$ cat config.mk
export PLATFORM = sky130hd
export DESIGN_NAME = endpoint_busy_transfer_scheduler_core
export DESIGN_NICKNAME = d
export VERILOG_FILES = /design/src/sv/ebts_pkg.sv /design/src/sv/ebts_front.sv /design/src/sv/ebts_back.sv /design/src/sv/endpoint_busy_transfer_scheduler_core.sv
export SDC_FILE = /design/constraint.sdc
export NUM_CORES = 2
export LEC_CHECK = 0
export BUFFER_PORTS_ARGS = -buffer_cell sky130_fd_sc_hd__buf_2
export CAP_MARGIN = 15
export CORE_MARGIN = 4
export CORE_UTILIZATION = 45
export CTS_CLUSTER_DIAMETER = 40
export DETAILED_ROUTE_END_ITERATION = 10
export GPL_TIMING_DRIVEN = 0
export PLACE_DENSITY_LB_ADDON = 0.3
export SLEW_MARGIN = 0
export SYNTH_ARGS = -nofsm -noshare
export SYNTH_HDL_FRONTEND = slang
export SYNTH_SLANG_ARGS = --single-unit
$ cat constraint.sdc
create_clock -name i_clk -period 8.5 [get_ports i_clk]
set_input_delay 0.425 -clock i_clk [delete_from_list [all_inputs] [get_ports i_clk]]
set_output_delay 0.425 -clock i_clk [all_outputs]
set_load 0.03 [all_outputs]
$ cat src/sv/ebts_pkg.sv
// shared types and constants of the endpoint busy transfer scheduler
package ebts_pkg;

    localparam int TASK_W   = 16;
    localparam int EP_W     = 4;
    localparam int LAT_IN_W = 16;
    localparam int KIND_W   = 2;

    typedef logic [KIND_W-1:0] t_kind;
    typedef logic [TASK_W-1:0] t_task;

    localparam logic  OP_ENQ  = 1'b0;
    localparam logic  OP_TICK = 1'b1;

    localparam t_kind KIND_REL  = 2'd0;
    localparam t_kind KIND_ACC  = 2'd1;
    localparam t_kind KIND_DROP = 2'd2;
    localparam t_kind KIND_TICK = 2'd3;

    typedef struct packed {
        t_kind kind;
        t_task task_id;
    } t_result;

endpackage

$ cat src/sv/ebts_front.sv
// front end: word intake queue, endpoint wrap and latency saturation
module ebts_front #(
    parameter int NUM_MACHINES = 16,
    parameter int LATENCY_BITS = 16,
    parameter int MW           = 4
) (
    input  logic                   i_clk,
    input  logic                   i_rst_n,
    input  logic                   i_in_valid,
    output logic                   o_in_ready,
    input  logic                   i_operation,
    input  ebts_pkg::t_task        i_task_id,
    input  logic [ebts_pkg::EP_W-1:0]     i_source_machine,
    input  logic [ebts_pkg::EP_W-1:0]     i_dest_machine,
    input  logic [ebts_pkg::LAT_IN_W-1:0] i_transfer_latency,
    output logic                   o_item_valid,
    input  logic                   i_item_ready,
    output logic                   o_operation,
    output ebts_pkg::t_task        o_task_id,
    output logic [MW-1:0]          o_src,
    output logic [MW-1:0]          o_dst,
    output logic [LATENCY_BITS-1:0] o_lat
);
    import ebts_pkg::*;

    function automatic logic [MW-1:0] f_wrap(input logic [EP_W-1:0] ep);
        logic [8:0] v;
        v = {5'b0, ep};
        for (int k = 0; k < 8; k++) begin
            if (v >= 9'(NUM_MACHINES)) v = v - 9'(NUM_MACHINES);
        end
        return v[MW-1:0];
    endfunction

    function automatic logic [LATENCY_BITS-1:0] f_sat(input logic [LAT_IN_W-1:0] lat);
        logic [32:0] ext;
        logic [32:0] lmax;
        ext  = 33'(lat);
        lmax = (33'(1) << LATENCY_BITS) - 33'(1);
        if (ext > lmax) ext = lmax;
        return ext[LATENCY_BITS-1:0];
    endfunction

    logic                    r_q_op   [2];
    t_task                   r_q_task [2];
    logic [MW-1:0]           r_q_src  [2];
    logic [MW-1:0]           r_q_dst  [2];
    logic [LATENCY_BITS-1:0] r_q_lat  [2];
    logic                    r_wp;
    logic                    r_rp;
    logic [1:0]              r_cnt;

    logic w_push;
    logic w_pop;

    assign o_in_ready   = (r_cnt != 2'd2);
    assign o_item_valid = (r_cnt != 2'd0);
    assign w_push       = i_in_valid && o_in_ready;
    assign w_pop        = o_item_valid && i_item_ready;

    assign o_operation = r_q_op[r_rp];
    assign o_task_id   = r_q_task[r_rp];
    assign o_src       = r_q_src[r_rp];
    assign o_dst       = r_q_dst[r_rp];
    assign o_lat       = r_q_lat[r_rp];

    always_ff @(posedge i_clk) begin
        if (w_push) begin
            r_q_op[r_wp]   <= i_operation;
            r_q_task[r_wp] <= i_task_id;
            r_q_src[r_wp]  <= f_wrap(i_source_machine);
            r_q_dst[r_wp]  <= f_wrap(i_dest_machine);
            r_q_lat[r_wp]  <= f_sat(i_transfer_latency);
        end
    end

    always_ff @(posedge i_clk) begin
        if (!i_rst_n) begin
            r_wp  <= 1'b0;
            r_rp  <= 1'b0;
            r_cnt <= 2'd0;
        end else begin
            if (w_push) r_wp <= ~r_wp;
            if (w_pop) r_rp <= ~r_rp;
            r_cnt <= r_cnt + 2'(w_push) - 2'(w_pop);
        end
    end

endmodule

$ cat src/sv/ebts_back.sv
// back end: pending queue, in-flight table, tick sequencer and result buffer
module ebts_back #(
    parameter int QUEUE_DEPTH  = 16,
    parameter int NUM_MACHINES = 16,
    parameter int LATENCY_BITS = 16,
    parameter int MW           = 4
) (
    input  logic                    i_clk,
    input  logic                    i_rst_n,
    input  logic                    i_cfg_we,
    input  logic                    i_cfg_wdata,
    input  logic                    i_item_valid,
    output logic                    o_item_ready,
    input  logic                    i_operation,
    input  ebts_pkg::t_task         i_task_id,
    input  logic [MW-1:0]           i_src,
    input  logic [MW-1:0]           i_dst,
    input  logic [LATENCY_BITS-1:0] i_lat,
    output logic                    o_out_valid,
    input  logic                    i_out_ready,
    output ebts_pkg::t_kind         o_kind,
    output ebts_pkg::t_task         o_released_task,
    output logic                    o_idle,
    output logic                    o_last
);
    import ebts_pkg::*;

    localparam int QIW = (QUEUE_DEPTH > 1) ? $clog2(QUEUE_DEPTH) : 1;
    localparam int CW  = $clog2(QUEUE_DEPTH + 1);
    localparam int RD  = NUM_MACHINES + QUEUE_DEPTH + 1;
    localparam int RIW = $clog2(RD);
    localparam int RCW = $clog2(RD + 1);
    localparam int PW  = TASK_W + 2 * MW + LATENCY_BITS;

    typedef enum logic [2:0] {
        S_IDLE, S_CNT, S_REL, S_PRD, S_PPROC, S_FIN, S_ORD, S_OUT
    } t_state;

    t_state                  r_state;
    logic                    r_lat_en;
    logic [CW-1:0]           r_cnt;
    logic [CW-1:0]           r_pi;
    logic [CW-1:0]           r_keep;
    logic                    r_fv     [NUM_MACHINES];
    logic                    r_done   [NUM_MACHINES];
    t_task                   r_ftask  [NUM_MACHINES];
    logic [LATENCY_BITS-1:0] r_fleft  [NUM_MACHINES];
    logic [LATENCY_BITS-1:0] r_busy   [NUM_MACHINES];
    logic [MW-1:0]           r_si;
    logic                    r_found;
    logic [MW-1:0]           r_best;
    t_task                   r_best_task;
    logic [RCW-1:0]          r_wp;
    logic [RCW-1:0]          r_rp;
    logic                    r_idle;
    logic                    r_last;

    logic [PW-1:0]           r_pq [QUEUE_DEPTH];
    logic [PW-1:0]           r_pq_q;
    t_result                 r_rb [RD];
    t_result                 r_rb_q;

    // pending entry fields
    t_task                   w_p_task;
    logic [MW-1:0]           w_p_src;
    logic [MW-1:0]           w_p_dst;
    logic [LATENCY_BITS-1:0] w_p_lat;
    assign {w_p_task, w_p_src, w_p_dst, w_p_lat} = r_pq_q;

    logic                    w_take;
    logic [MW-1:0]           w_bi;
    t_task                   w_bt;
    logic                    w_bf;
    logic                    w_last_e;
    logic                    w_free;
    logic                    w_slot_ok;
    logic [MW-1:0]           w_slot;
    logic                    w_any_fv;
    logic                    w_pq_we;
    logic [QIW-1:0]          w_pq_wa;
    logic [PW-1:0]           w_pq_wd;
    logic                    w_rb_we;
    t_result                 w_rb_wd;

    assign o_item_ready = (r_state == S_IDLE);
    assign o_out_valid  = (r_state == S_OUT);
    assign o_kind          = r_rb_q.kind;
    assign o_released_task = r_rb_q.task_id;
    assign o_idle          = r_idle;
    assign o_last          = r_last;

    // running minimum over the done entries
    assign w_take   = r_done[r_si] && (!r_found || (r_ftask[r_si] < r_best_task));
    assign w_bi     = w_take ? r_si : r_best;
    assign w_bt     = w_take ? r_ftask[r_si] : r_best_task;
    assign w_bf     = r_found || w_take;
    assign w_last_e = (r_si == MW'(NUM_MACHINES - 1));

    assign w_free = (r_busy[w_p_src] == '0) && (r_busy[w_p_dst] == '0);

    always_comb begin
        w_slot_ok = 1'b0;
        w_slot    = '0;
        w_any_fv  = 1'b0;
        for (int j = NUM_MACHINES - 1; j >= 0; j--) begin
            if (!r_fv[j]) begin
                w_slot_ok = 1'b1;
                w_slot    = MW'(j);
            end
            if (r_fv[j]) w_any_fv = 1'b1;
        end
    end

    // memory write ports
    always_comb begin
        w_pq_we = 1'b0;
        w_pq_wa = r_cnt[QIW-1:0];
        w_pq_wd = {i_task_id, i_src, i_dst, i_lat};
        w_rb_we = 1'b0;
        w_rb_wd = '{kind: KIND_TICK, task_id: '0};
        unique case (r_state)
            S_IDLE: begin
                if (i_item_valid && i_operation == OP_ENQ) begin
                    w_rb_we = 1'b1;
                    if (r_cnt == CW'(QUEUE_DEPTH)) begin
                        w_rb_wd = '{kind: KIND_DROP, task_id: i_task_id};
                    end else begin
                        w_rb_wd = '{kind: KIND_ACC, task_id: i_task_id};
                        w_pq_we = 1'b1;
                    end
                end
            end
            S_REL: begin
                if (w_last_e && w_bf) begin
                    w_rb_we = 1'b1;
                    w_rb_wd = '{kind: KIND_REL, task_id: w_bt};
                end
            end
            S_PPROC: begin
                if (!r_lat_en || (w_free && (w_p_lat == '0 || !w_slot_ok))) begin
                    w_rb_we = 1'b1;
                    w_rb_wd = '{kind: KIND_REL, task_id: w_p_task};
                end else if (!w_free) begin
                    w_pq_we = 1'b1;
                    w_pq_wa = r_keep[QIW-1:0];
                    w_pq_wd = r_pq_q;
                end
            end
            S_FIN: begin
                w_rb_we = 1'b1;
            end
            default: begin
            end
        endcase
    end

    always_ff @(posedge i_clk) begin
        if (w_pq_we) r_pq[w_pq_wa] <= w_pq_wd;
        if (r_state == S_PRD) r_pq_q <= r_pq[r_pi[QIW-1:0]];
    end

    always_ff @(posedge i_clk) begin
        if (w_rb_we) r_rb[r_wp[RIW-1:0]] <= w_rb_wd;
        if (r_state == S_ORD) r_rb_q <= r_rb[r_rp[RIW-1:0]];
    end

    always_ff @(posedge i_clk) begin
        if (!i_rst_n) begin
            r_state     <= S_IDLE;
            r_lat_en    <= 1'b1;
            r_cnt       <= '0;
            r_pi        <= '0;
            r_keep      <= '0;
            r_si        <= '0;
            r_found     <= 1'b0;
            r_best      <= '0;
            r_best_task <= '0;
            r_wp        <= '0;
            r_rp        <= '0;
            r_idle      <= 1'b1;
            r_last      <= 1'b0;
            for (int i = 0; i < NUM_MACHINES; i++) begin
                r_fv[i]   <= 1'b0;
                r_done[i] <= 1'b0;
                r_busy[i] <= '0;
            end
        end else begin
            if (i_cfg_we) r_lat_en <= i_cfg_wdata;
            if (w_rb_we) r_wp <= r_wp + RCW'(1);
            unique case (r_state)
                S_IDLE: begin
                    if (i_item_valid) begin
                        if (i_operation == OP_ENQ) begin
                            if (r_cnt != CW'(QUEUE_DEPTH)) r_cnt <= r_cnt + CW'(1);
                            // queue holds at least one transfer afterwards
                            r_idle  <= 1'b0;
                            r_state <= S_ORD;
                        end else begin
                            r_state <= S_CNT;
                        end
                    end
                end
                S_CNT: begin
                    for (int i = 0; i < NUM_MACHINES; i++) begin
                        if (r_busy[i] != '0) r_busy[i] <= r_busy[i] - LATENCY_BITS'(1);
                        if (r_fv[i] && r_fleft[i] != '0) begin
                            r_fleft[i] <= r_fleft[i] - LATENCY_BITS'(1);
                        end
                        r_done[i] <= r_fv[i] && (r_fleft[i] <= LATENCY_BITS'(1));
                    end
                    r_si    <= '0;
                    r_found <= 1'b0;
                    r_state <= S_REL;
                end
                S_REL: begin
                    if (w_last_e) begin
                        r_si    <= '0;
                        r_found <= 1'b0;
                        if (w_bf) begin
                            r_fv[w_bi]   <= 1'b0;
                            r_done[w_bi] <= 1'b0;
                        end else begin
                            r_pi    <= '0;
                            r_keep  <= '0;
                            r_state <= S_PRD;
                        end
                    end else begin
                        r_si        <= r_si + MW'(1);
                        r_found     <= w_bf;
                        r_best      <= w_bi;
                        r_best_task <= w_bt;
                    end
                end
                S_PRD: begin
                    r_state <= (r_pi == r_cnt) ? S_FIN : S_PPROC;
                end
                S_PPROC: begin
                    if (r_lat_en && w_free && w_p_lat != '0 && w_slot_ok) begin
                        r_fv[w_slot]    <= 1'b1;
                        r_ftask[w_slot] <= w_p_task;
                        r_fleft[w_slot] <= w_p_lat;
                        r_busy[w_p_src] <= w_p_lat;
                        r_busy[w_p_dst] <= w_p_lat;
                    end else if (r_lat_en && !w_free) begin
                        r_keep <= r_keep + CW'(1);
                    end
                    r_pi    <= r_pi + CW'(1);
                    r_state <= S_PRD;
                end
                S_FIN: begin
                    r_cnt   <= r_keep;
                    r_idle  <= (r_keep == '0) && !w_any_fv;
                    r_state <= S_ORD;
                end
                S_ORD: begin
                    r_last  <= ((r_rp + RCW'(1)) == r_wp);
                    r_rp    <= r_rp + RCW'(1);
                    r_state <= S_OUT;
                end
                S_OUT: begin
                    if (i_out_ready) begin
                        if (r_last) begin
                            r_wp    <= '0;
                            r_rp    <= '0;
                            r_state <= S_IDLE;
                        end else begin
                            r_state <= S_ORD;
                        end
                    end
                end
                default: r_state <= S_IDLE;
            endcase
        end
    end

endmodule

$ cat src/sv/endpoint_busy_transfer_scheduler_core.sv
// top level of the endpoint busy transfer scheduler
//
// input channel: i_in_valid / o_in_ready carry one word, either an enqueue
// (operation 0) or a tick (operation 1); output channel: o_out_valid /
// i_out_ready carry result words with kind, released_task, idle and last.
// a two-word intake queue takes words while the back end works.
// enqueue: one result, accept or drop, read out via S_ORD and S_OUT.
// tick: a countdown state, then release passes over the in-flight table
// (releases + 1 passes, each a sequential minimum search over the table),
// S_PRD / S_PPROC per pending entry scanned, closing S_PRD and S_FIN, then
// results are drained from the result buffer through S_ORD and S_OUT.
// results of a word leave only after the whole word is handled, since idle
// reflects the final state; a stalled receiver holds the back end, and the
// intake queue keeps taking words until it is full. synchronous active-low
// reset empties both queues, clears the in-flight table and busy timers,
// and sets latency_enable to 1. the user is to write latency_enable via
// i_cfg_we / i_cfg_wdata while the block is idle; it does not enforce this.
module endpoint_busy_transfer_scheduler_core #(
    parameter int QUEUE_DEPTH  = 16,
    parameter int NUM_MACHINES = 16,
    parameter int LATENCY_BITS = 16
) (
    input  logic                          i_clk,
    input  logic                          i_rst_n,
    input  logic                          i_cfg_we,
    input  logic                          i_cfg_wdata,
    input  logic                          i_in_valid,
    output logic                          o_in_ready,
    input  logic                          i_operation,
    input  ebts_pkg::t_task               i_task_id,
    input  logic [ebts_pkg::EP_W-1:0]     i_source_machine,
    input  logic [ebts_pkg::EP_W-1:0]     i_dest_machine,
    input  logic [ebts_pkg::LAT_IN_W-1:0] i_transfer_latency,
    output logic                          o_out_valid,
    input  logic                          i_out_ready,
    output ebts_pkg::t_kind               o_kind,
    output ebts_pkg::t_task               o_released_task,
    output logic                          o_idle,
    output logic                          o_last
);
    import ebts_pkg::*;

    localparam int MW = $clog2(NUM_MACHINES);

    logic                    w_item_valid;
    logic                    w_item_ready;
    logic                    w_op;
    t_task                   w_task;
    logic [MW-1:0]           w_src;
    logic [MW-1:0]           w_dst;
    logic [LATENCY_BITS-1:0] w_lat;

    ebts_front #(
        .NUM_MACHINES(NUM_MACHINES),
        .LATENCY_BITS(LATENCY_BITS),
        .MW(MW)
    ) u_front (
        .i_clk(i_clk),
        .i_rst_n(i_rst_n),
        .i_in_valid(i_in_valid),
        .o_in_ready(o_in_ready),
        .i_operation(i_operation),
        .i_task_id(i_task_id),
        .i_source_machine(i_source_machine),
        .i_dest_machine(i_dest_machine),
        .i_transfer_latency(i_transfer_latency),
        .o_item_valid(w_item_valid),
        .i_item_ready(w_item_ready),
        .o_operation(w_op),
        .o_task_id(w_task),
        .o_src(w_src),
        .o_dst(w_dst),
        .o_lat(w_lat)
    );

    ebts_back #(
        .QUEUE_DEPTH(QUEUE_DEPTH),
        .NUM_MACHINES(NUM_MACHINES),
        .LATENCY_BITS(LATENCY_BITS),
        .MW(MW)
    ) u_back (
        .i_clk(i_clk),
        .i_rst_n(i_rst_n),
        .i_cfg_we(i_cfg_we),
        .i_cfg_wdata(i_cfg_wdata),
        .i_item_valid(w_item_valid),
        .o_item_ready(w_item_ready),
        .i_operation(w_op),
        .i_task_id(w_task),
        .i_src(w_src),
        .i_dst(w_dst),
        .i_lat(w_lat),
        .o_out_valid(o_out_valid),
        .i_out_ready(i_out_ready),
        .o_kind(o_kind),
        .o_released_task(o_released_task),
        .o_idle(o_idle),
        .o_last(o_last)
    );

endmodule
==> flow_metrics.env <==
export IMPL_slowest_stage="clkbuf_1"
export IMPL_endpoint="u_back.r_rb[26][8]$_DFFE_PP_"
export IMPL_post_cts_buffers=0
export IMPL_rsz0062_at_grt="no"
export IMPL_insertion_delay_ps=960
export IMPL_synth_edf_count=2142
export IMPL_yosysWarnings=0
export IMPL_clock_path_buffers=4
export IMPL_antenna_left=0
export IMPL_cp_arrival_ps=7770
export IMPL_antenna_found_initial=16
export IMPL_synth_cells=6277
export IMPL_crit_family="buffers and inverters"
export IMPL_cts_tree="done"
export IMPL_worst_path_stages=14
export IMPL_grt_max_degree=34
export IMPL_relSlewSlack_pct=9.88
export IMPL_drc=0
export IMPL_fin_skew_ps=75.6
export IMPL_power_leakage_nw=37.7
export IMPL_critPathRequiredTime_ps=9210
export IMPL_final_util_pct=53.5
export IMPL_p_per_area_nw_per_um2=272
export IMPL_cpMostUsedCell="clkbuf_1"
export IMPL_ys_ff_latch=2241
export IMPL_h_tree_depth=5
export IMPL_rrSetupSlack_ps=1440
export IMPL_syn_cell_area_sq_um=98600
export IMPL_final_nets=7008
export IMPL_crit_type="flip-flop to flip-flop"
export IMPL_drv_slew=0
export IMPL_detail_route_wl_per_cell_um=27.2
export IMPL_async_flop_share_pct=0
export IMPL_drt_iter0_drc=7523
export IMPL_io_buffers=67
export IMPL_grt_pass1_vias=59600
export IMPL_vias=60400
export IMPL_fp_dieH_um=476
export IMPL_gr_total_overflow=0
export IMPL_area_growth_pct=18.0
export IMPL_r2r_end="u_back.r_rb[26][8]$_DFFE_PP_"
export IMPL_cts_sinks=2241
export IMPL_outcome="complete, no violations"
export IMPL_placed_cell_area_sq_um=106000
export IMPL_fill_cells=17000
export IMPL_slowest_delay_ps=790
export IMPL_routabilityCongestion=0.900
export IMPL_initial_core_util_pct=45.3
export IMPL_grt_pass1_wl_um=397000
export IMPL_finalCritPeriodShare_pct=83.0
export IMPL_worstMarginPinSlew_ps=1350
export IMPL_routed_wl_um=271000
export IMPL_dp_hpwl_um=181000
export IMPL_yosysSeqAreaShare_pct=67.2
export IMPL_post_route_cell_area_sq_um=116000
export IMPL_crit_buf_inv=6
export IMPL_cp_cell_sequence="buf_1 > clkbuf_1 > mux4_2 > mux4_2 > ha_1 > a2111oi_0 > nand4b_1 > a31oi_1 > clkbuf_1 > clkbuf_1 > buf_1 > a21oi_1 > o21ai_4 > buf_12"
export IMPL_vias_per_cell=6.06
export IMPL_synth_cell_types=87
export IMPL_cts_made_buffers=311
export IMPL_grt_util_all_layers_pct=23.4
export IMPL_root_buffer="clkbuf_16"
export IMPL_hold_viol=0
export IMPL_setup_viol=0
export IMPL_hold_path_class="primary input to flip-flop"
export IMPL_path_max_fanout=31
export IMPL_core_sq_um=218000
export IMPL_syn_nets=6407
export IMPL_die_area_sq_um=227000
export IMPL_clk_pin_slew_worst_paths_ps=50
export IMPL_io_pins=69
export IMPL_critPathCaptureType="flip-flop"
export IMPL_min_period_ps=7060
export IMPL_vdd_drop_max_uv=228
export IMPL_drt_first_pass_iters=9
export IMPL_synthFlopType="edfxtp_1"
export IMPL_startpoint_type="flip-flop"
export IMPL_die_w_um=476
export IMPL_rows=171
export IMPL_max_freq_ghz=0.142
export IMPL_setup_tns_ps=0
export IMPL_drive_gt1_share_pct=20.9
export IMPL_synth_area_per_cell_sq_um=15.7
export IMPL_cap_violations=0
export IMPL_worst_r2r_path_depth=14
## registers in the layout (all words and copies together), names as in the netlist, 16 cells and up, named ones only
register,flops
u_front.r_q_lat,32
u_back.r_rb,594
u_back.o_released_task,16
u_back.r_ftask,256
u_back.r_busy,256
u_back.r_done,16
u_front.r_q_task,32
u_back.r_pq_q,40
u_back.r_best_task,16
u_back.r_pq,640
u_back.r_fleft,256
u_back.r_fv,16
## cells in the mapped netlist (76+ instances only)
cell          n  share of area, %
mux2_2       94               1.1
dfxtp_1      99               2.0
edfxtp_1   2142                65
ha_1         83               1.1
clkbuf_1    272               1.0
xnor2_1     236               2.1
inv_1       113              0.43
mux4_2      463                11
a21oi_1     258               1.3
o21ai_0     185              0.94
nand2_1     394               1.5
nor3_1      190              0.96
o2bb2ai_1   147               1.3
mux2i_1      76              0.77
nor4_1      109              0.69
xor2_1      194               1.7
nor2_1      454               1.7
nand3_1      95              0.48
## worst min path at each step
| stage | startpoint | endpoint | slack, ps | cells past startpoint |
|---|---|---|---|---|
| 6_report | i_in_valid | u_front.r_wp$_SDFFE_PN0P_ | 80 | 4 |
| 5_1_grt | i_in_valid | u_front.r_wp$_SDFFE_PN0P_ | 100 | 4 |
| 4_1_cts | i_in_valid | u_front.r_wp$_SDFFE_PN0P_ | 10 | 4 |
| 3_5_place_dp | u_back.r_done[14]$_SDFFE_PP0P_ | u_back.r_done[14]$_SDFFE_PP0P_ | 480 | 2 |
| 3_3_place_gp | u_back.r_done[13]$_SDFFE_PP0P_ | u_back.r_done[13]$_SDFFE_PP0P_ | 480 | 2 |
| 2_1_floorplan | u_back.r_done[13]$_SDFFE_PP0P_ | u_back.r_done[13]$_SDFFE_PP0P_ | 450 | 2 |
## cells by family after synthesis
group,count (synthesis),synth area share (%)
AO/OA/AOI/OAI,849,5.60
adder cells (fa/ha/maj),83,1.05
multiplexers,667,12.9
buffers and inverters,469,1.85
AND/OR/NAND/NOR,1538,7.52
flip-flops,2241,67.2
XOR/XNOR,430,3.82
## what timing repair did
item / in CTS / in global routing
resized for setup: 0 / 0
hold buffers: 43 / 0
hold endpoints to repair: 83 / 0
## per-stage QoR
stage	hold WS, ps	instances	total power [mW]	setup slack (ps)
after detailed placement	484	9359	19.1	1560
after CTS	14.7	9943	31.8	1440
after global placement	475	9198	18.8	-2680
after floorplan	451	6277	17.0	2220
after global routing	99.1	9965	32.7	1100
final	81.5	9965	31.7	1440
## worst min-delay path, stage by stage
cell and delay [ps]:
buf_2 160, nand2_1 160, xor2_1 90, nor2_1 100
## layer usage
metal / GRT usage [%] / wire length (um)
met5: 0 / 13
met4: 9.96 / 12600
met3: 4.70 / 24400
met2: 36.6 / 126000
met1: 32.1 / 108000
## layout by cell type, fill, tap and decap left out, drive strengths merged, types with 14 or more instances in the layout
cell type	instances
edfxtp	2142
clkbuf	614
mux4	463
nor2	460
nand2	395
buf	325
a21oi	259
xnor2	236
xor2	194
nor3	192
o21ai	189
inv	158
o2bb2ai	147
mux2	128
nor4	110
clkinv	102
nand3	101
dfxtp	99
ha	83
mux2i	76
or4	56
or3	44
dlygate4sd3	43
nand2b	33
a21o	33
nand4	31
o211ai	31
clkinvlp	30
a211oi	28
bufinv	26
a22oi	21
o31ai	21
o22ai	20
and2	19
nand3b	17
nor2b	17
and3	16
a31oi	15
or2	14
## final cells by class
class                           instances  area (sq um)  area share [%]
Clock inverter                        200          2080            1.79
Sequential cell                      2241         66300            56.9
Antenna cell                            5          12.5          0.0107
Clock buffer                          341          8020            6.89
Buffer                                353          1400            1.20
Multi-Input combinational cell       3567         31100            26.7
Inverter                              116           435           0.374
Tap cell                             2854          3570            3.07
Timing Repair Buffer                  288          3520            3.03
## power breakdown
group / internal [mW] / switching (mW)
Combinational: 1.81 / 3.36
Sequential: 13.5 / 0.419
Clock: 7.69 / 4.96
Total: 23.0 / 8.74
(Power assumes the default switching activity.)
